--- src/rtl/gdai_pkg.sv ---
// Shared types, constants and helper functions of the gyro delta-angle integrator.
// No dependencies; every other file of the block but gdai_ram imports this package.
package gdai_pkg;

   localparam int DEF_SAMPLE_DEPTH = 512;
   localparam int DEF_STAMP_BITS   = 48;

   localparam int FIELD_STAMP_W = 48;
   localparam int RATE_W        = 24;
   localparam int DELTA_W       = 48;
   localparam int RET_W         = 24;
   localparam int MINQ_W        = 11;
   localparam int CSR_DATA_W    = 32;
   localparam int CSR_ADDR_W    = 4;

   localparam logic [1:0] REG_ENABLE_DELTA = 2'd0;
   localparam logic [1:0] REG_FLU_FRAME    = 2'd1;
   localparam logic [1:0] REG_RETENTION    = 2'd2;
   localparam logic [1:0] REG_MIN_COVERAGE = 2'd3;

   localparam logic              RST_ENABLE_DELTA = 1'b1;
   localparam logic              RST_FLU_FRAME    = 1'b1;
   localparam logic [RET_W-1:0]  RST_RETENTION    = 24'd2000000;
   localparam logic [MINQ_W-1:0] RST_MIN_COVERAGE = 11'd717;
   localparam logic [MINQ_W-1:0] MINQ_FLOOR       = 11'd102;
   localparam logic [MINQ_W-1:0] MINQ_CEIL        = 11'd1024;

   localparam logic [RATE_W-1:0]  RATE_NEG_MIN  = 24'h800000;
   localparam logic [RATE_W-1:0]  RATE_POS_MAX  = 24'h7FFFFF;
   localparam logic [DELTA_W-1:0] DELTA_POS_MAX = 48'h7FFF_FFFF_FFFF;
   localparam logic [DELTA_W-1:0] DELTA_NEG_MIN = 48'h8000_0000_0000;

   typedef struct packed {
      logic               enable_delta;
      logic               flu_frame;
      logic [RET_W-1:0]   retention_us;
      logic [MINQ_W-1:0]  min_coverage_q10;
   } cfg_type;

   typedef enum logic [3:0] {
      ST_IDLE,
      ST_S_CHECK,
      ST_S_RREAD,
      ST_S_RDATA,
      ST_Q_SETUP,
      ST_Q_HEAD,
      ST_Q_CHECK,
      ST_Q_READ,
      ST_Q_DATA,
      ST_Q_TAIL,
      ST_M_LO,
      ST_M_HI,
      ST_M_TERM,
      ST_M_ACC,
      ST_Q_DONE
   } ctrl_state_type;

   typedef enum logic [3:0] {
      OP_NONE,
      OP_LOAD,
      OP_STORE,
      OP_RET_READ,
      OP_RET_DROP,
      OP_Q_SETUP,
      OP_Q_HEAD,
      OP_Q_START,
      OP_Q_READ,
      OP_Q_EVAL,
      OP_Q_TAIL,
      OP_MUL_LO,
      OP_MUL_HI,
      OP_TERM,
      OP_ACC,
      OP_RESP
   } dp_op_type;

   typedef struct packed {
      dp_op_type op;
      logic      req_ready;
   } dp_cmd_type;

   typedef struct packed {
      logic req_valid;
      logic req_mode;
      logic store_ok;
      logic ret_more;
      logic ret_drop;
      logic q_fail;
      logic q_skip;
      logic q_stop;
      logic q_last;
      logic q_end;
      logic tail_need;
      logic in_tail;
      logic rsp_busy;
   } dp_status_type;

   function automatic logic [RATE_W-1:0] neg_sat24(input logic [RATE_W-1:0] v);
      logic [RATE_W-1:0] r;
      if (v == RATE_NEG_MIN) r = RATE_POS_MAX;
      else                   r = ~v + 1'b1;
      return r;
   endfunction

   function automatic logic [MINQ_W-1:0] clamp_minq(input logic [MINQ_W-1:0] v);
      logic [MINQ_W-1:0] r;
      if (v < MINQ_FLOOR)     r = MINQ_FLOOR;
      else if (v > MINQ_CEIL) r = MINQ_CEIL;
      else                    r = v;
      return r;
   endfunction

endpackage

--- src/rtl/gdai_ctrl.sv ---
// Controller state machine: sequences sample stores, retention and window integration.
// Depends on gdai_pkg; drives gdai_dp through dp_cmd_type.
module gdai_ctrl (
   input  logic                    clock,
   input  logic                    reset,
   input  gdai_pkg::dp_status_type status,
   output gdai_pkg::dp_cmd_type    cmd
);
   import gdai_pkg::*;

   ctrl_state_type state_ff, state_in;

   always_ff @(posedge clock) begin
      if (reset) state_ff <= ST_IDLE;
      else       state_ff <= state_in;
   end

   always_comb begin
      state_in      = state_ff;
      cmd.op        = OP_NONE;
      cmd.req_ready = 1'b0;
      case (state_ff)
         ST_IDLE: begin
            cmd.req_ready = 1'b1;
            if (status.req_valid) begin
               cmd.op   = OP_LOAD;
               state_in = status.req_mode ? ST_Q_SETUP : ST_S_CHECK;
            end
         end
         ST_S_CHECK: begin
            cmd.op   = OP_STORE;
            state_in = status.store_ok ? ST_S_RREAD : ST_IDLE;
         end
         ST_S_RREAD: begin
            if (status.ret_more) begin
               cmd.op   = OP_RET_READ;
               state_in = ST_S_RDATA;
            end else begin
               state_in = ST_IDLE;
            end
         end
         ST_S_RDATA: begin
            if (status.ret_drop) begin
               cmd.op   = OP_RET_DROP;
               state_in = ST_S_RREAD;
            end else begin
               state_in = ST_IDLE;
            end
         end
         ST_Q_SETUP: begin
            cmd.op   = OP_Q_SETUP;
            state_in = ST_Q_HEAD;
         end
         ST_Q_HEAD: begin
            cmd.op   = OP_Q_HEAD;
            state_in = ST_Q_CHECK;
         end
         ST_Q_CHECK: begin
            cmd.op   = OP_Q_START;
            state_in = status.q_fail ? ST_Q_DONE : ST_Q_READ;
         end
         ST_Q_READ: begin
            cmd.op   = OP_Q_READ;
            state_in = ST_Q_DATA;
         end
         ST_Q_DATA: begin
            cmd.op = OP_Q_EVAL;
            if (status.q_skip)      state_in = status.q_last ? ST_Q_TAIL : ST_Q_READ;
            else if (status.q_stop) state_in = ST_Q_TAIL;
            else                    state_in = ST_M_LO;
         end
         ST_Q_TAIL: begin
            if (status.tail_need) begin
               cmd.op   = OP_Q_TAIL;
               state_in = ST_M_LO;
            end else begin
               state_in = ST_Q_DONE;
            end
         end
         ST_M_LO: begin
            cmd.op   = OP_MUL_LO;
            state_in = ST_M_HI;
         end
         ST_M_HI: begin
            cmd.op   = OP_MUL_HI;
            state_in = ST_M_TERM;
         end
         ST_M_TERM: begin
            cmd.op   = OP_TERM;
            state_in = ST_M_ACC;
         end
         ST_M_ACC: begin
            cmd.op = OP_ACC;
            if (status.in_tail)    state_in = ST_Q_DONE;
            else if (status.q_end) state_in = ST_Q_TAIL;
            else                   state_in = ST_Q_READ;
         end
         ST_Q_DONE: begin
            if (!status.rsp_busy) begin
               cmd.op   = OP_RESP;
               state_in = ST_IDLE;
            end
         end
         default: state_in = ST_IDLE;
      endcase
   end
endmodule

--- config.mk ---
export PLATFORM = sky130hd
export DESIGN_NAME = gdai_ctrl
export DESIGN_NICKNAME = d
export VERILOG_FILES = /design/src/rtl/gdai_pkg.sv /design/src/rtl/gdai_ctrl.sv
export SDC_FILE = /design/constraint.sdc
export NUM_CORES = 1
export LEC_CHECK = 0
export BUFFER_PORTS_ARGS = -buffer_cell sky130_fd_sc_hd__buf_4
export CAP_MARGIN = 25
export CORE_AREA = 2 2 39 41
export CTS_CLUSTER_DIAMETER = 80
export DETAILED_ROUTE_END_ITERATION = 8
export DIE_AREA = 0 0 41 43
export PLACE_DENSITY = 0.7
export SYNTH_ARGS = -nofsm -noshare
export SYNTH_HDL_FRONTEND = slang
export SYNTH_SLANG_ARGS = --single-unit
--- constraint.sdc ---
create_clock -name clock -period 1.4 [get_ports clock]
set_input_delay 0.28 -clock clock [delete_from_list [all_inputs] [get_ports clock]]
set_output_delay 0.28 -clock clock [all_outputs]
set_load 0.01 [all_outputs]
Word-level counts from Yosys, hierarchy flattened
Index checks and enable logic that the tools add are counted.
{"block": "totals", "ff_bits": 4, "latchBits": 0, "ramBits": 0, "rom_bits": 0, "in_bits": 15, "output_inout_bits": 5, "elab_cells": 39, "mem_count": 0}
{"block": "op_classes", "n_addsub": 0, "multipliers": 0, "n_div": 0, "magnitude_cmp": 0, "n_eq_ne": 16, "shift": 0, "n_mux": 20, "n_bitwise": 0, "reduce_logical": 2}
{"operator": "case mux 4 bit (15 select lines)", "count": 2}
{"operator": "2-to-1 mux 4 bit", "count": 9}
{"operator": "equality test 4 bit, second input constant", "count": 7}
{"operator": "equality test 4 x 3 -> 1 bit, second input constant", "count": 4}
{"operator": "2-to-1 mux 3 bit", "count": 3}
{"operator": "equality test 4 x 2 -> 1 bit, second input constant", "count": 2}
{"operator": "2-to-1 mux 2 bit", "count": 4}
{"operator": "equality test 4 x 1 -> 1 bit, second input constant", "count": 1}
{"operator": "zero test 4 bit", "count": 1}
{"operator": "!= test 2 bit, second input constant", "count": 2}
{"operator": "2-to-1 mux 1 bit", "count": 2}
{"operator": "AND reduction 2 bit", "count": 1}

Longest topological paths before layout
{"block": "depth", "ltp_word": 3, "depth_mapped": 6, "ltp_nobuf": 5}

Worst setup path before layout
Ideal clock, no wire load.
{"block": "synth_path", "kind": "reg2out", "startpoint": "register state_ff[3]", "endpoint": "output cmd[2] in the netlist's numbering", "arrival_ps": 1151, "required_ps": 1120, "setup_slack_ps": -31, "stages_incl_launch_ff": 4, "path_buffers": 2, "path_cell_list": "dfxtp_1 > buf_4 > buf_2 > o41ai_1"}
{"element": "from (decl)", "line": "gdai_ctrl.sv:11", "source": "ctrl_state_type state_ff, state_in;"}
{"element": "from (signal assigned)", "line": "gdai_ctrl.sv:15", "source": "else state_ff <= state_in;"}
{"element": "to (decl)", "line": "gdai_ctrl.sv:7", "source": "output gdai_pkg::dp_cmd_type cmd"}

==> impl_metrics.json <==
{
  "synth_area_sq_um": 568,
  "largest_reg_flops": 4,
  "start_util": 0.410,
  "final_nets": 138,
  "place_inst": 124,
  "p_leak_nw": 0.428,
  "drc": 0,
  "synth_most_common_cell": "nand2_1",
  "cts-root-buf": "clkbuf_4",
  "num_antenna_cells": 0,
  "dp_slack_ns": -0.0409,
  "async_flop_share": 0,
  "fillCellCount": 122,
  "fin_skew_ns": 0.00225,
  "tightest_slew_ns": 0.277,
  "dp.final_hpwl_um": 1320,
  "gp_congestion": 0.863,
  "insertion_delay_ns": 0.23,
  "clk_pin_slew_ns": 0.03,
  "clkSinkCount": 4,
  "synthTopCellsByCount": "10 x nand2_1, 8 x o21ai_0, 7 x nor2_1",
  "fp.dieW_um": 41,
  "finalCriticalPeriod_ns": 1.59,
  "max_freq_mhz": 629,
  "vias": 777,
  "power_density_nw_per_um2": 616,
  "synth-edff-count": 0,
  "synth_fp_nets": 97,
  "final_antenna_net_count": 0,
  "setup-tns-final_ns": -0.701,
  "final_util": 0.688,
  "crit_type": "flop to output port",
  "setup_viol": 6,
  "final_cells": 137,
  "cp.arrival_ns": 1.31,
  "grt_pass1_wl_um": 2820,
  "largestRegisters": "state_ff x4",
  "startpoint_type": "flop",
  "cp-end-kind": "output port",
  "fp.dieArea_sq_um": 1760,
  "synth-seq-cells": 4,
  "yosysTopAreaCellShare": 0.141,
  "die_h_um": 43,
  "area_growth_pct": 67.6,
  "crit_required_ns": 1.12,
  "ys.flop_type": "dfxtp_1",
  "place_area_sq_um": 793,
  "period_share": 1.14,
  "cap_violations": 0,
  "grt_pass1_vias": 706,
  "numCtsBuffers": 3,
  "drt_first_pass_iters": 4,
  "critPathMaxFanout": 4,
  "grt_usage": 0.230,
  "antenna_found_initial": 0,
  "violations": "negative setup slack",
  "worstHoldPathType": "input port to flop",
  "synthCells": 82,
  "vdd_ir_drop_max_mv": 0.797,
  "grt_max_degree": 14,
  "yosys.area.top_type": "dfxtp_1",
  "syn_avg_cell_area_sq_um": 6.93,
  "boundaryPins": 20,
  "htree_levels": 1,
  "hold_violations": 0,
  "drt_iter0_markers": 27,
  "top_register": "state_ff",
  "rsz0062_at_grt": "yes",
  "setup_ws_ns": -0.191,
  "io_buffers": 19,
  "post_drt_via_cell_ratio": 5.67,
  "routed_wl_um": 1970,
  "slew_headroom": 0.813,
  "final_area_sq_um": 952,
  "status": "complete, but fails checks",
  "rows": 14,
  "register_area_sq_um": 92.6,
  "clk_path_buf_depth": 2,
  "multi_input_area_sq_um": 442,
  "netlist_top_cells_area": "dfxtp_1 14%, o21ai_0 7.0%, nand2_1 6.6%",
  "yosysSeqAreaShare": 0.141,
  "core_area_sq_um": 1380,
  "finalMaxSlewViolations": 0,
  "drive_above_1_share": 0.562,
  "gr-total-overflow": 0,
  "synth-warning-count": 0,
  "cts_tree": "built",
  "yosysUniqueCellTypes": 34,
  "wl_per_cell_um": 14.4
}
repair_timing:
item / CTS / global route
pin swaps: 3 / 8
buffers inserted: 6 / 3
gates resized for setup: 14 / 11
hold buffers: 0 / 0
setup endpoints to repair: 7 / 7
cloned: 0 / 1
per-layer routing:
metal / share of wire / up-vias / global-route usage
met4: 0.015 / 0 / 0.0200
met2: 0.52 / 23 / 0.406
met5: 0 / - / 0
met1: 0.43 / 363 / 0.264
li1: - / 387 / -
met3: 0.042 / 4 / 0.0733
power breakdown:
group / internal, mW / switching [mW]
combinational: 0.169 / 0.148
sequential: 0.120 / 0.0146
clock: 0.0953 / 0.0397
path summary, 6_finish.rpt:
| check | startpoint | cells past startpoint | slack, ns | endpoint |
|---|---|---|---|---|
| worst min register to register | state_ff[2]$_SDFFE_PP0P_ | 3 | 0.66 | state_ff[2]$_SDFFE_PP0P_ |
| worst max-delay path | state_ff[0]$_SDFFE_PP0P_ | 6 | -0.19 | cmd[2] |
| worst min-delay path | reset | 2 | 0.22 | state_ff[3]$_SDFFE_PP0P_ |
| worst max register to register | state_ff[1]$_SDFFE_PP0P_ | 7 | -0.01 | state_ff[1]$_SDFFE_PP0P_ |
stage by stage:
stage / hold WS [ns] / power (mW)
finish: 0.219 / 0.586
detailed placement: 0.466 / 0.389
CTS: 0.212 / 0.563
global route: 0.213 / 0.629
floorplan: 0.349 / 0.279
global placement: 0.460 / 0.385
worst max-delay path, cell delays in order (launching register included):
cell and delay, ns:
dfxtp_2 0.34, xor2_1 0.16, a2bb2oi_1 0.15, nor2_1 0.09
a21oi_2 0.12, o41ai_2 0.08, buf_4 0.14
cells by family after synthesis:
group / Yosys count / synth area share
DFF: 4 / 0.141
AOI/OAI and AO/OA: 32 / 0.363
muxes: 1 / 0.0176
and+or+nand+nor: 30 / 0.286
buffers and inverters: 13 / 0.161
xor gates and xnor gates: 2 / 0.0308
cell usage in the layout, fill, tap and decap left out, types with 2 or more instances in the layout:
cell type and n:
o21ai_1 7, buf_4 40, o21ai_0 4, and3_1 2, o211ai_1 2, inv_1 3, a21oi_1 5, a31oi_1 3
nand2_1 9, dfxtp_4 3, nor2_4 2, clkbuf_4 3, nor2_1 5, nor3_1 2, buf_6 3, nor2_2 2
layout make-up:
| class | count | area share |
|---|---|---|
| Multi-Input combinational cell | 65 | 0.464 |
| Timing Repair Buffer | 44 | 0.372 |
| Sequential cell | 4 | 0.0972 |
| Clock buffer | 3 | 0.0237 |
| Inverter | 5 | 0.0223 |
| Tap cell | 16 | 0.0210 |
(Power assumes the default switching activity.)
