`src/rtl/gdai_pkg.sv`:
```
// Shared types, constants and helper functions of the gyro delta-angle integrator.
// No dependencies; every other file of the block but gdai_ram imports this package.
package gdai_pkg;

   localparam int DEF_SAMPLE_DEPTH = 512;
   localparam int DEF_STAMP_BITS   = 48;

   localparam int FIELD_STAMP_W = 48;
   localparam int RATE_W        = 24;
   localparam int DELTA_W       = 48;
   localparam int RET_W         = 24;
   localparam int MINQ_W        = 11;
   localparam int CSR_DATA_W    = 32;
   localparam int CSR_ADDR_W    = 4;

   localparam logic [1:0] REG_ENABLE_DELTA = 2'd0;
   localparam logic [1:0] REG_FLU_FRAME    = 2'd1;
   localparam logic [1:0] REG_RETENTION    = 2'd2;
   localparam logic [1:0] REG_MIN_COVERAGE = 2'd3;

   localparam logic              RST_ENABLE_DELTA = 1'b1;
   localparam logic              RST_FLU_FRAME    = 1'b1;
   localparam logic [RET_W-1:0]  RST_RETENTION    = 24'd2000000;
   localparam logic [MINQ_W-1:0] RST_MIN_COVERAGE = 11'd717;
   localparam logic [MINQ_W-1:0] MINQ_FLOOR       = 11'd102;
   localparam logic [MINQ_W-1:0] MINQ_CEIL        = 11'd1024;

   localparam logic [RATE_W-1:0]  RATE_NEG_MIN  = 24'h800000;
   localparam logic [RATE_W-1:0]  RATE_POS_MAX  = 24'h7FFFFF;
   localparam logic [DELTA_W-1:0] DELTA_POS_MAX = 48'h7FFF_FFFF_FFFF;
   localparam logic [DELTA_W-1:0] DELTA_NEG_MIN = 48'h8000_0000_0000;

   typedef struct packed {
      logic               enable_delta;
      logic               flu_frame;
      logic [RET_W-1:0]   retention_us;
      logic [MINQ_W-1:0]  min_coverage_q10;
   } cfg_type;

   typedef enum logic [3:0] {
      ST_IDLE,
      ST_S_CHECK,
      ST_S_RREAD,
      ST_S_RDATA,
      ST_Q_SETUP,
      ST_Q_HEAD,
      ST_Q_CHECK,
      ST_Q_READ,
      ST_Q_DATA,
      ST_Q_TAIL,
      ST_M_LO,
      ST_M_HI,
      ST_M_TERM,
      ST_M_ACC,
      ST_Q_DONE
   } ctrl_state_type;

   typedef enum logic [3:0] {
      OP_NONE,
      OP_LOAD,
      OP_STORE,
      OP_RET_READ,
      OP_RET_DROP,
      OP_Q_SETUP,
      OP_Q_HEAD,
      OP_Q_START,
      OP_Q_READ,
      OP_Q_EVAL,
      OP_Q_TAIL,
      OP_MUL_LO,
      OP_MUL_HI,
      OP_TERM,
      OP_ACC,
      OP_RESP
   } dp_op_type;

   typedef struct packed {
      dp_op_type op;
      logic      req_ready;
   } dp_cmd_type;

   typedef struct packed {
      logic req_valid;
      logic req_mode;
      logic store_ok;
      logic ret_more;
      logic ret_drop;
      logic q_fail;
      logic q_skip;
      logic q_stop;
      logic q_last;
      logic q_end;
      logic tail_need;
      logic in_tail;
      logic rsp_busy;
   } dp_status_type;

   function automatic logic [RATE_W-1:0] neg_sat24(input logic [RATE_W-1:0] v);
      logic [RATE_W-1:0] r;
      if (v == RATE_NEG_MIN) r = RATE_POS_MAX;
      else                   r = ~v + 1'b1;
      return r;
   endfunction

   function automatic logic [MINQ_W-1:0] clamp_minq(input logic [MINQ_W-1:0] v);
      logic [MINQ_W-1:0] r;
      if (v < MINQ_FLOOR)     r = MINQ_FLOOR;
      else if (v > MINQ_CEIL) r = MINQ_CEIL;
      else                    r = v;
      return r;
   endfunction

endpackage

```
`src/rtl/gdai_csr.sv`:
```
// APB-style configuration registers of the integrator.
// Depends on gdai_pkg.
module gdai_csr (
   input  logic                            clock,
   input  logic                            reset,
   input  logic                            csr_psel,
   input  logic                            csr_penable,
   input  logic                            csr_pwrite,
   input  logic [gdai_pkg::CSR_ADDR_W-1:0] csr_paddr,
   input  logic [gdai_pkg::CSR_DATA_W-1:0] csr_pwdata,
   output logic [gdai_pkg::CSR_DATA_W-1:0] csr_prdata,
   output logic                            csr_pready,
   output gdai_pkg::cfg_type               cfg
);
   import gdai_pkg::*;

   cfg_type    cfg_ff;
   logic [1:0] reg_idx;
   logic       wr_fire;

   assign reg_idx    = csr_paddr[3:2];
   assign wr_fire    = csr_psel & csr_penable & csr_pwrite;
   assign csr_pready = 1'b1;
   assign cfg        = cfg_ff;

   always_ff @(posedge clock) begin
      if (reset) begin
         cfg_ff.enable_delta     <= RST_ENABLE_DELTA;
         cfg_ff.flu_frame        <= RST_FLU_FRAME;
         cfg_ff.retention_us     <= RST_RETENTION;
         cfg_ff.min_coverage_q10 <= RST_MIN_COVERAGE;
      end else if (wr_fire) begin
         case (reg_idx)
            REG_ENABLE_DELTA: cfg_ff.enable_delta     <= csr_pwdata[0];
            REG_FLU_FRAME:    cfg_ff.flu_frame        <= csr_pwdata[0];
            REG_RETENTION:    cfg_ff.retention_us     <= csr_pwdata[RET_W-1:0];
            REG_MIN_COVERAGE: cfg_ff.min_coverage_q10 <= csr_pwdata[MINQ_W-1:0];
            default: ;
         endcase
      end
   end

   always_comb begin
      case (reg_idx)
         REG_ENABLE_DELTA: csr_prdata = CSR_DATA_W'(cfg_ff.enable_delta);
         REG_FLU_FRAME:    csr_prdata = CSR_DATA_W'(cfg_ff.flu_frame);
         REG_RETENTION:    csr_prdata = CSR_DATA_W'(cfg_ff.retention_us);
         REG_MIN_COVERAGE: csr_prdata = CSR_DATA_W'(cfg_ff.min_coverage_q10);
         default:          csr_prdata = '0;
      endcase
   end
endmodule

```
`config.mk`:
```
export PLATFORM = sky130hd
export DESIGN_NAME = gdai_csr
export DESIGN_NICKNAME = d
export VERILOG_FILES = /design/src/rtl/gdai_pkg.sv /design/src/rtl/gdai_csr.sv
export SDC_FILE = /design/constraint.sdc
export NUM_CORES = 1
export LEC_CHECK = 0
export BUFFER_PORTS_ARGS = -buffer_cell sky130_fd_sc_hd__buf_2
export CAP_MARGIN = 0
export CORE_MARGIN = 2
export CORE_UTILIZATION = 41
export DETAILED_ROUTE_END_ITERATION = 8
export PLACE_DENSITY = 0.75
export SLEW_MARGIN = 20
export SYNTH_ARGS = -nofsm -noshare
export SYNTH_HDL_FRONTEND = slang
export SYNTH_SLANG_ARGS = --single-unit
```
`constraint.sdc`:
```
create_clock -name clock -period 1.2 [get_ports clock]
set_clock_uncertainty 0.15 [all_clocks]
set_input_delay 0.18 -clock clock [delete_from_list [all_inputs] [get_ports clock]]
set_output_delay 0.18 -clock clock [all_outputs]
set_load 0.005 [all_outputs]
```
# Word level (Yosys, flattened, before mapping)
# Index checks and enable logic that the tools add are counted.
# W data, S select, Z words.
[totals]
regBits = 37
[op_classes]
n_eq_ne = 3
n_mux = 1
bitwise_logic = 2
reduce_logical = 5
[ops]
columns = ["op", "n"]
rows = [
  ["$pmux W32 S4", 1],
  ["$reduce_and A2 Y1", 4],
  ["$eq A2 B2 Y1 const B", 2],
  ["$and A1 B1 Y1", 2],
  ["$eq A2 B1 Y1 const B", 1],
  ["$logic_not A2 Y1", 1],
]

# Longest topological paths before layout
# Gate-level depths: netlist of run 1.
[depth]
ltp_word = 3
depth_mapped = 6
depth_no_buf = 3

# Worst setup path before layout of run 1
# No wires, ideal clock.
[synth_timing]
path_type = "input port to output port"
start = "in csr_paddr[2] (netlist name)"
end = "out csr_prdata[0] (netlist name)"
arrival_time_ns = 0.875
required_ns = 0.870
slack_ns = -0.005
path_stages = 3
path_buffers = 2
cell_sequence = "buf_4 buf_2 mux4_1"
[synth_via]
elab_chain_cells = 2
elab_cells_between_ends = 5
[synth_rtl]
columns = ["item", "line_no", "source"]
rows = [
  ["from (decl)", "gdai_csr.sv:9", "input logic [gdai_pkg::CSR_ADDR_W-1:0] csr_paddr,"],
  ["$eq A2 B2 Y1 (tied with other cells)", "gdai_csr.sv:44", "case (reg_idx)"],
  ["$pmux W32 S4 (*)", "gdai_csr.sv:44", ""],
  ["to (decl)", "gdai_csr.sv:11", "output logic [gdai_pkg::CSR_DATA_W-1:0] csr_prdata,"],
]
# Mark *: on every way between the ends. The rest lies on a longest branch, timed or not. The select of a mux whose other input is x is not followed.

# Worst setup path after layout of run 1
[layout_timing]
start = "reg cfg_ff, in the netlist cfg[36]"
end = "out csr_prdata[0] (netlist name)"
[layout_via]
elab_chain_cells = 1
[layout_rtl]
columns = ["item", "line_no", "source"]
rows = [
  ["from (decl)", "gdai_csr.sv:17", "cfg_type cfg_ff;"],
  ["$pmux W32 S4", "gdai_csr.sv:44", ""],
]
# No other way between the ends. The select of a mux whose other input is x is not followed.

==> results of run 1 <==
power by group:
group	internal, µW	leakage, µW	switching, µW
Sequential	1250	0.000303	11.6
Combinational	275	0.00121	195
Clock	456	0.0000443	418
Total	1980	0.00155	624
worst register-to-register path, stage by stage (launching register included):
cell     delay, ns
dfxtp_2       0.34
buf_6         0.10
buf_4         0.09
a21bo_2       0.22
a21oi_1       0.14
cell usage in the layout (no fill, tap or decap):
cell type / count
nand2b_1: 14
nor2b_1: 10
clkbuf_1: 1
nand3b_1: 1
buf_2: 62
a21bo_1: 1
a21oi_1: 6
clkbuf_8: 6
and2_4: 14
buf_6: 44
nor2_1: 27
buf_4: 18
dfxtp_2: 36
dlygate4sd3_1: 15
dfxtp_1: 1
buf_8: 1
buf_12: 6
nor3b_1: 1
nor2b_4: 1
a21bo_2: 12
mux2i_1: 34
conb_1: 9
mux4_2: 1
and3_4: 1
nand3_2: 7
a21oi_2: 7
nand3_1: 7
cell families after synthesis:
| family | share of synthesized area |
|---|---|
| multiplexers | 0.181 |
| buffers and inverters | 0.0978 |
| AND/OR/NAND/NOR | 0.241 |
| AO/OA/AOI/OAI | 0.110 |
| other | 0.00372 |
| flip-flops | 0.367 |
per-layer routing:
layer | vias up | wire, µm | part of all wire | track usage
met5 | - | 0 | 0 | 0
met3 | 4 | 272 | 0.048 | 0.0461
met2 | 64 | 3110 | 0.55 | 0.350
met4 | 0 | 50 | 0.0088 | 0.0687
met1 | 885 | 2240 | 0.39 | 0.224
li1 | 942 | - | - | -
path summary, 6_finish.rpt:
check / depth (start not counted) / from / end
max: 2 / cfg[36] / csr_prdata[0]
min: 3 / csr_pwdata[17] / cfg[28]
max reg2reg: 4 / cfg[23] / cfg[23]
min reg2reg: 2 / cfg[15] / cfg[15]
metrics by stage:
stage | total power, µW | worst slack (ns) | setup TNS, ns | util
3_3_place_gp | 1620 | -0.0828 | -0.913 | 0.551
3_5_place_dp | 1630 | -0.104 | -1.23 | 0.551
5_1_grt | 2730 | -0.379 | -1.83 | 0.703
6_report | 2600 | -0.324 | -0.856 | 0.703
2_1_floorplan | 1500 | 0.0213 | 0 | -
4_1_cts | 2580 | -0.325 | -0.869 | 0.638
layout make-up:
cell class | count | area share
Sequential cell | 37 | 0.237
Tap cell | 67 | 0.0253
Timing Repair Buffer | 146 | 0.369
Clock buffer | 7 | 0.0260
Multi-Input combinational cell | 153 | 0.343
repair_timing:
item	4_1_cts	5_1_grt
pin swaps	0	2
gates cloned	1	0
resized for setup	30	71
setup buffers	17	2
endpoints found under the setup margin	22	38
hold buffers	14	1
endpoints found under the hold margin	14	1
==> summary.md, run 1 <==
| Metric | Value |
|---|---|
| Outcome | finished with violations |
| Failing checks | negative setup slack |
| Ys Warns | 0 |
| Reg2reg setup slack | 0.09 ns |
| Reg area | 786 µm² |
| Mapped Cells | 210 |
| Via density | 4.62 |
| Area contributors post-synth | dfxtp_1 37%, mux2i_1 17%, a21bo_2 5.9%, nor2_1 5.0%, buf_4 4.5% |
| Pre-antenna DRT Iters | 6 |
| Routed WL | 5.67 mm |
| Remaining global-route overflow | 0 |
| Synth area leader | dfxtp_1 |
| CTS buffer count | 5 |
| Leakage Power | 0.00155 µW |
| Vias in the first global route | 1,724 |
| Number of remaining DRC errors | 0 |
| Top post-synthesis cells by count | 37 x dfxtp_1, 34 x mux2i_1, 27 x nor2_1 |
| Post-Layout Cell Count | 410 |
| Clock Tree Root | clkbuf_8 |
| Area of the multi-input gates | 1140 µm² |
| Arrival @ worst endpoint | 1.19 ns |
| Ports | 111 |
| Flops & latches, synth | 37 |
| First-pass GRT wire length | 8.01 mm |
| Slowest CP cell | mux4_2 |
| Total die area | 5510 µm² |
| RSZ-0062 raised after global routing | true |
| Max Slew Vio Count | 0 |
| Layout Nets | 384 |
| Die width | 74.2 µm |
| Most numerous cell in the Yosys netlist | dfxtp_1 |
| Maxcap violations | 0 |
| Hold Vio Cnt, Final | 0 |
| Area delta synth->final | 64.3% |
| Layout cells sized above 1 | 0.630 |
| Skew-Pair Late Insertion Delay | 0.28 ns |
| Port bufs | 91 |
| ANT cells | 0 |
| Effective utilization at floorplan | 0.428 |
| FMAX | 656 MHz |
| Worst EP required | 0.87 ns |
| Peak supply drop | 0.573 mV |
| Dpl cell area | 2600 µm² |
| Dpl hpwl | 3.29 mm |
| Crit Path Category | reg -> out |
| Worst-path clk slew | 0.07 ns |
| Post-route setup slack | -0.324 ns |
| Clk buf depth | 2 |
| Syn Std Cell Area | 2020 µm² |
| Synth top area share | 0.367 |
| CTS tree | built |
| Period utilisation layout | 1.27 |
| Crit path cell chain | mux4_2, buf_2 |
| Buf/Inv on CP | 1 |
| Core area | 4720 µm² |
| Max FO, Critical Path | 2 |
| Total vias in the final route | 1,895 |
| EDFF count, synth | 0 |
| Initial DRC Count | 78 |
| Pwr Density | 784 nW/µm² |
| Antenna Nets Post-Route | 0 |
| Max FFs per register | 37 |
| Worst Setup Start Kind | register |
| Crit. End Element | output pin |
| Wire per inst | 13.8 µm |
| Dpl cells | 368 |
| Routability cong. | 0.727 |
| Hold Crit Class | in -> reg |
| Worst hold margin | 0.00702 ns |
| Syn_area_per_cell | 9.62 µm² |
| Fin area | 3320 µm² |
| Main synth FF type | dfxtp_1 |
| All-Layer GR Usage | 0.194 |
| Max incr delay on CP | 0.45 ns |
| Tmin final | 1.52 ns |
| Filler cells | 343 |
| Largest net degree at the start of global routing | 31 |
| Site Rows | 25 |
| Netlist cell types | 24 |
| Sequential fraction of the synthesis area | 0.367 |
| Setup violators final | 13 |
| Async set-reset flop share out of synthesis | 0 |
| Initial antenna violation count | 0 |
| Clock tree sinks | 37 |
| Delay-heaviest family, CP | multiplexers |
| DIE HEIGHT | 74.2 µm |
| H-tree depth | 2 |
Power figures use the tool's default switching activity.
==> run 2: changes to the inputs <==
--- a/config.mk
+++ b/config.mk
@@ -8,9 +8,9 @@
 export BUFFER_PORTS_ARGS = -buffer_cell sky130_fd_sc_hd__buf_2
 export CAP_MARGIN = 0
 export CORE_MARGIN = 2
-export CORE_UTILIZATION = 41
+export CORE_UTILIZATION = 25
 export DETAILED_ROUTE_END_ITERATION = 8
-export PLACE_DENSITY = 0.75
+export PLACE_DENSITY_LB_ADDON = 0.25
 export SLEW_MARGIN = 20
 export SYNTH_ARGS = -nofsm -noshare
 export SYNTH_HDL_FRONTEND = slang
==> summary.md, run 2 (same netlist as run 1, synthesis figures left out) <==
| Metric | Value |
|---|---|
| Outcome | finished with violations |
| Failing checks | negative setup slack |
| Hold Vio Cnt, Final | 0 |
| Slowest CP cell | mux4_2 |
| Worst Setup Start Kind | register |
| Max incr delay on CP | 0.46 ns |
| Core area | 7770 µm² |
| Tot Pwr | 2590 µW |
| Initial DRC Count | 46 |
| Remaining global-route overflow | 0 |
| All-Layer GR Usage | 0.126 |
| Total vias in the final route | 1,915 |
| FMAX | 647 MHz |
| DIE HEIGHT | 93.9 µm |
| Most frequent cells in the layout | 66 x buf_2, 39 x buf_6, 34 x mux2i_1 |
| H-tree depth | 2 |
| Pwr Density | 766 nW/µm² |
| Leakage Power | 0.00159 µW |
| Pre-antenna DRT Iters | 4 |
| Vias in the first global route | 1,730 |
| First-pass GRT wire length | 8.60 mm |
| Crit path cell chain | mux4_2, buf_2 |
| Largest net degree at the start of global routing | 28 |
| Clock Tree Root | clkbuf_8 |
| CTS buffer count | 5 |
| Port bufs | 91 |
| Layout cells sized above 1 | 0.585 |
| Number of remaining DRC errors | 0 |
| Total negative setup slack | -0.965 ns |
| Die width | 93.9 µm |
| Routed WL | 5.86 mm |
| Max FO, Critical Path | 2 |
| Ports | 111 |
| Max FFs per register | 37 |
| Commonest non-fill, non-tap cell in the layout | buf_2 |
| Layout Nets | 392 |
| Setup violators final | 11 |
| Antenna Nets Post-Route | 0 |
| Area delta synth->final | 67.4% |
| Max Slew Vio Count | 0 |
| Dpl hpwl | 3.71 mm |
| Wire per inst | 12.9 µm |
| Routability cong. | 0.652 |
| Period utilisation layout | 1.29 |
| Arrival @ worst endpoint | 1.21 ns |
| Clk buf depth | 2 |
| Worst-path clk slew | 0.08 ns |
| Clock tree sinks | 37 |
| CTS tree | built |
| Site Rows | 32 |
| Maxcap violations | 0 |
| Peak supply drop | 0.404 mV |
| Hold Crit Class | in -> reg |
| ANT cells | 0 |
| Crit. End Element | output pin |
| Initial antenna violation count | 0 |
| Total die area | 8820 µm² |
| Worst EP required | 0.87 ns |
| RSZ-0062 raised after global routing | true |
| Crit Path Category | reg -> out |
| Post-route setup slack | -0.345 ns |
| Setup WS pre-CTS | -0.134 ns |
| Filler cells | 770 |
| Skew-Pair Late Insertion Delay | 0.28 ns |
| Tmin final | 1.54 ns |
| Via density | 4.22 |
| Effective utilization at floorplan | 0.260 |
## run 2: changes by cell type in the layout (fill, tap and decap cells not counted), moves of 2 or more
| cell | delta |
|---|---|
| buf_2 | +4 |
| and2_4 | -11 |
| dfxtp_1 | +7 |
| buf_6 | -5 |
| buf_4 | +7 |
| dfxtp_2 | -7 |
| and2_1 | +11 |
| clkinv_2 | +2 |
## run 2: what timing repair did
action                                  CTS  global route
hold buffers                             16             0
gates cloned                              1             0
endpoints found under the setup margin   25            42
pin swaps                                 0             2
gates resized for setup                  30            45
endpoints found under the hold margin    16             0
buffers inserted                         19             3
## run 2: final cells by class
cell class              count  area, µm²  share of cell area
repair buffers            154       1280               0.380
flip-flops and latches     37        777               0.230
clock buffers               6       72.6              0.0215
well taps                 102        128              0.0377
clock inverters             2       10.0             0.00296
multi-input cells         153       1110               0.328
## run 2: final timing paths
path | depth (start not counted) | slack [ns] | start | to
max | 2 | -0.34 | cfg[35] | csr_prdata[0]
min | 3 | 0.004 | csr_pwdata[10] | cfg[10]
min reg2reg | 2 | 0.34 | cfg[19] | cfg[19]
max reg2reg | 3 | 0.20 | cfg[11] | cfg[11]
## run 2: metrics by stage
| step | utilization | cell area [µm²] | hold slack [ns] | std cells |
|---|---|---|---|---|
| 5_1_grt | 0.435 | 3380 | 0.00742 | 454 |
| 6_report | 0.435 | 3380 | 0.00395 | 454 |
| 4_1_cts | 0.407 | 3160 | 0.000747 | 451 |
| 3_3_place_gp | 0.346 | 2690 | 0.274 | 407 |
| 3_5_place_dp | 0.346 | 2690 | 0.283 | 407 |
| 2_1_floorplan | - | 2050 | 0.160 | 217 |
## run 2: routing by layer
metal  up-vias  global-route usage  share of wire
met1       891               0.165           0.47
met2        64               0.208           0.48
li1        956                   -              -
met5         -                   0              0
met4         0              0.0290         0.0067
met3         4              0.0313          0.051
## run 2: worst max-delay path: cells and delay by family, from the launching register on
family                 cells  cell delay (ns)
buffers and inverters      1             0.14
flip-flops                 1             0.33
multiplexers               1             0.46
## run 2: where the power goes
part	internal [µW]	switching (µW)
logic	274	195
clock network	403	463
registers	1240	10.4
==> run 3: changes to the inputs <==
--- a/config.mk
+++ b/config.mk
@@ -5,10 +5,11 @@
 export SDC_FILE = /design/constraint.sdc
 export NUM_CORES = 1
 export LEC_CHECK = 0
+export ABC_CLOCK_PERIOD_IN_PS = 1700
 export BUFFER_PORTS_ARGS = -buffer_cell sky130_fd_sc_hd__buf_2
 export CAP_MARGIN = 0
 export CORE_MARGIN = 2
-export CORE_UTILIZATION = 25
+export CORE_UTILIZATION = 42
 export DETAILED_ROUTE_END_ITERATION = 8
 export PLACE_DENSITY_LB_ADDON = 0.25
 export SLEW_MARGIN = 20
==> constraint.sdc (replaced) <==
create_clock -name clock -period 1.7 [get_ports clock]
set_clock_uncertainty 0.15 [all_clocks]
set_input_delay 0.255 -clock clock [delete_from_list [all_inputs] [get_ports clock]]
set_output_delay 0.255 -clock clock [all_outputs]
set_load 0.005 [all_outputs]
==> summary.md, run 3 (same netlist as run 1, synthesis figures left out) <==
| Metric | Value |
|---|---|
| Outcome | completed |
| Worst EP required | 1.29 ns |
| All-Layer GR Usage | 0.158 |
| Worst-path clk slew | 0.07 ns |
| Effective utilization at floorplan | 0.431 |
| CTS buffer count | 5 |
| Via density | 4.74 |
| Startpoint of the worst hold path | csr_pwdata[22] |
| Hold Vio Cnt, Final | 0 |
| Commonest non-fill, non-tap cell in the layout | buf_2 |
| FMAX | 611 MHz |
| Crit Path Category | reg -> out |
| Crit path cell chain | mux4_1, buf_2 |
| Skew-Pair Late Insertion Delay | 0.28 ns |
| Arrival @ worst endpoint | 1.23 ns |
| Clock Tree Root | clkbuf_8 |
| Vias in the first global route | 1,420 |
| Area delta synth->final | 27.2% |
| Worst Setup Start Kind | register |
| R2r worst-path depth | 2 |
| R2R Path Start | cfg[20] |
| Wire per inst | 12.1 µm |
| Routability cong. | 0.682 |
| Most frequent cells in the layout | 91 x buf_2, 37 x dfxtp_1, 34 x mux2i_1 |
| Remaining global-route overflow | 0 |
| Total vias in the final route | 1,669 |
| Initial antenna violation count | 0 |
| Total negative setup slack | 0 ns |
| Maxcap violations | 0 |
| Slowest CP cell | mux4_1 |
| Area of the multi-input gates | 1110 µm² |
| Routed WL | 4.26 mm |
| Largest net degree at the start of global routing | 31 |
| Min-Delay Endpoint | cfg[33] |
| Layout Nets | 339 |
| ANT cells | 0 |
| Initial DRC Count | 56 |
| Tot Pwr | 1710 µW |
| Post-CTS resize count | 0 |
| Buf/Inv on CP | 1 |
| Total die area | 5380 µm² |
| Clock tree sinks | 37 |
| Port bufs | 91 |
| Die width | 73.4 µm |
| RSZ-0062 raised after global routing | false |
| CTS Hold Bufs | 0 |
| Tmin final | 1.64 ns |
| Final Util | 0.548 |
| Site Rows | 25 |
| DIE HEIGHT | 73.4 µm |
| Max Slew Vio Count | 0 |
| Dpl hpwl | 3.11 mm |
| Post-CTS setup buffer count | 0 |
| Layout cells sized above 1 | 0.456 |
| Antenna Nets Post-Route | 0 |
| Clk buf depth | 2 |
| Max FFs per register | 37 |
| Reg area | 741 µm² |
| Leakage Power | 0.00125 µW |
| Number of remaining DRC errors | 0 |
| Filler cells | 453 |
| Pwr Density | 667 nW/µm² |
| Hold Crit Class | in -> reg |
| Period utilisation layout | 0.962 |
| Hold path cells | 3 |
| Delay-heaviest family, CP | multiplexers |
| Setup violators final | 0 |
| CTS tree | built |
| Max FO, Critical Path | 3 |
| R2R Path End | cfg[20] |
| First-pass GRT wire length | 6.53 mm |
| H-tree depth | 2 |
| Pre-antenna DRT Iters | 4 |
| Core area | 4690 µm² |
| Max incr delay on CP | 0.49 ns |
| Crit. End Element | output pin |
| Peak supply drop | 0.374 mV |
| Ports | 111 |
| Reg2reg setup slack | 0.78 ns |
-- run 3: how the worst max path moves through the flow --
stage                      start  depth (start not counted)  slack (ns)              to
floorplan           csr_paddr[2]                          3        0.34   csr_prdata[0]
global placement    csr_paddr[3]                          5        0.24  csr_prdata[11]
detailed placement  csr_paddr[3]                          5        0.24  csr_prdata[23]
CTS                      cfg[11]                          2        0.05   csr_prdata[0]
global route             cfg[36]                          2        0.02   csr_prdata[0]
finish                   cfg[11]                          2        0.06   csr_prdata[0]
-- run 3: worst min-delay path: stages --
cell and delay, ns:
buf_2 0.10, nand3_2 0.05, a21oi_2 0.04
-- run 3: through the flow --
stage | setup slack [ns] | hold WS [ns] | area, µm² | std cells
3_3_place_gp | 0.242 | 0.322 | 2480 | 345
3_5_place_dp | 0.237 | 0.327 | 2480 | 345
2_1_floorplan | 0.345 | 0.235 | 2050 | 217
6_report | 0.0646 | 0.0577 | 2570 | 352
4_1_cts | 0.0531 | 0.0510 | 2570 | 352
5_1_grt | 0.0228 | 0.0552 | 2570 | 352
-- run 3: routing by layer --
metal | wire length [µm] | vias up | track usage | share of wire
li1 | - | 852 | - | -
met3 | 313 | 6 | 0.0494 | 0.073
met4 | 60 | 0 | 0.0545 | 0.014
met2 | 1950 | 58 | 0.250 | 0.46
met1 | 1940 | 753 | 0.203 | 0.45
met5 | 0 | - | 0 | 0
-- run 3: power by group --
part / internal, µW / switching [µW]
Clock: 321 / 284
Sequential: 878 / 7.28
Combinational: 111 / 113
Total: 1310 / 404
-- run 3: layout make-up --
| class | count | area share |
|---|---|---|
| multi-input combinational | 153 | 0.431 |
| tap | 54 | 0.0263 |
| sequential | 37 | 0.288 |
| timing repair buffer | 101 | 0.221 |
| clock buffer | 7 | 0.0336 |
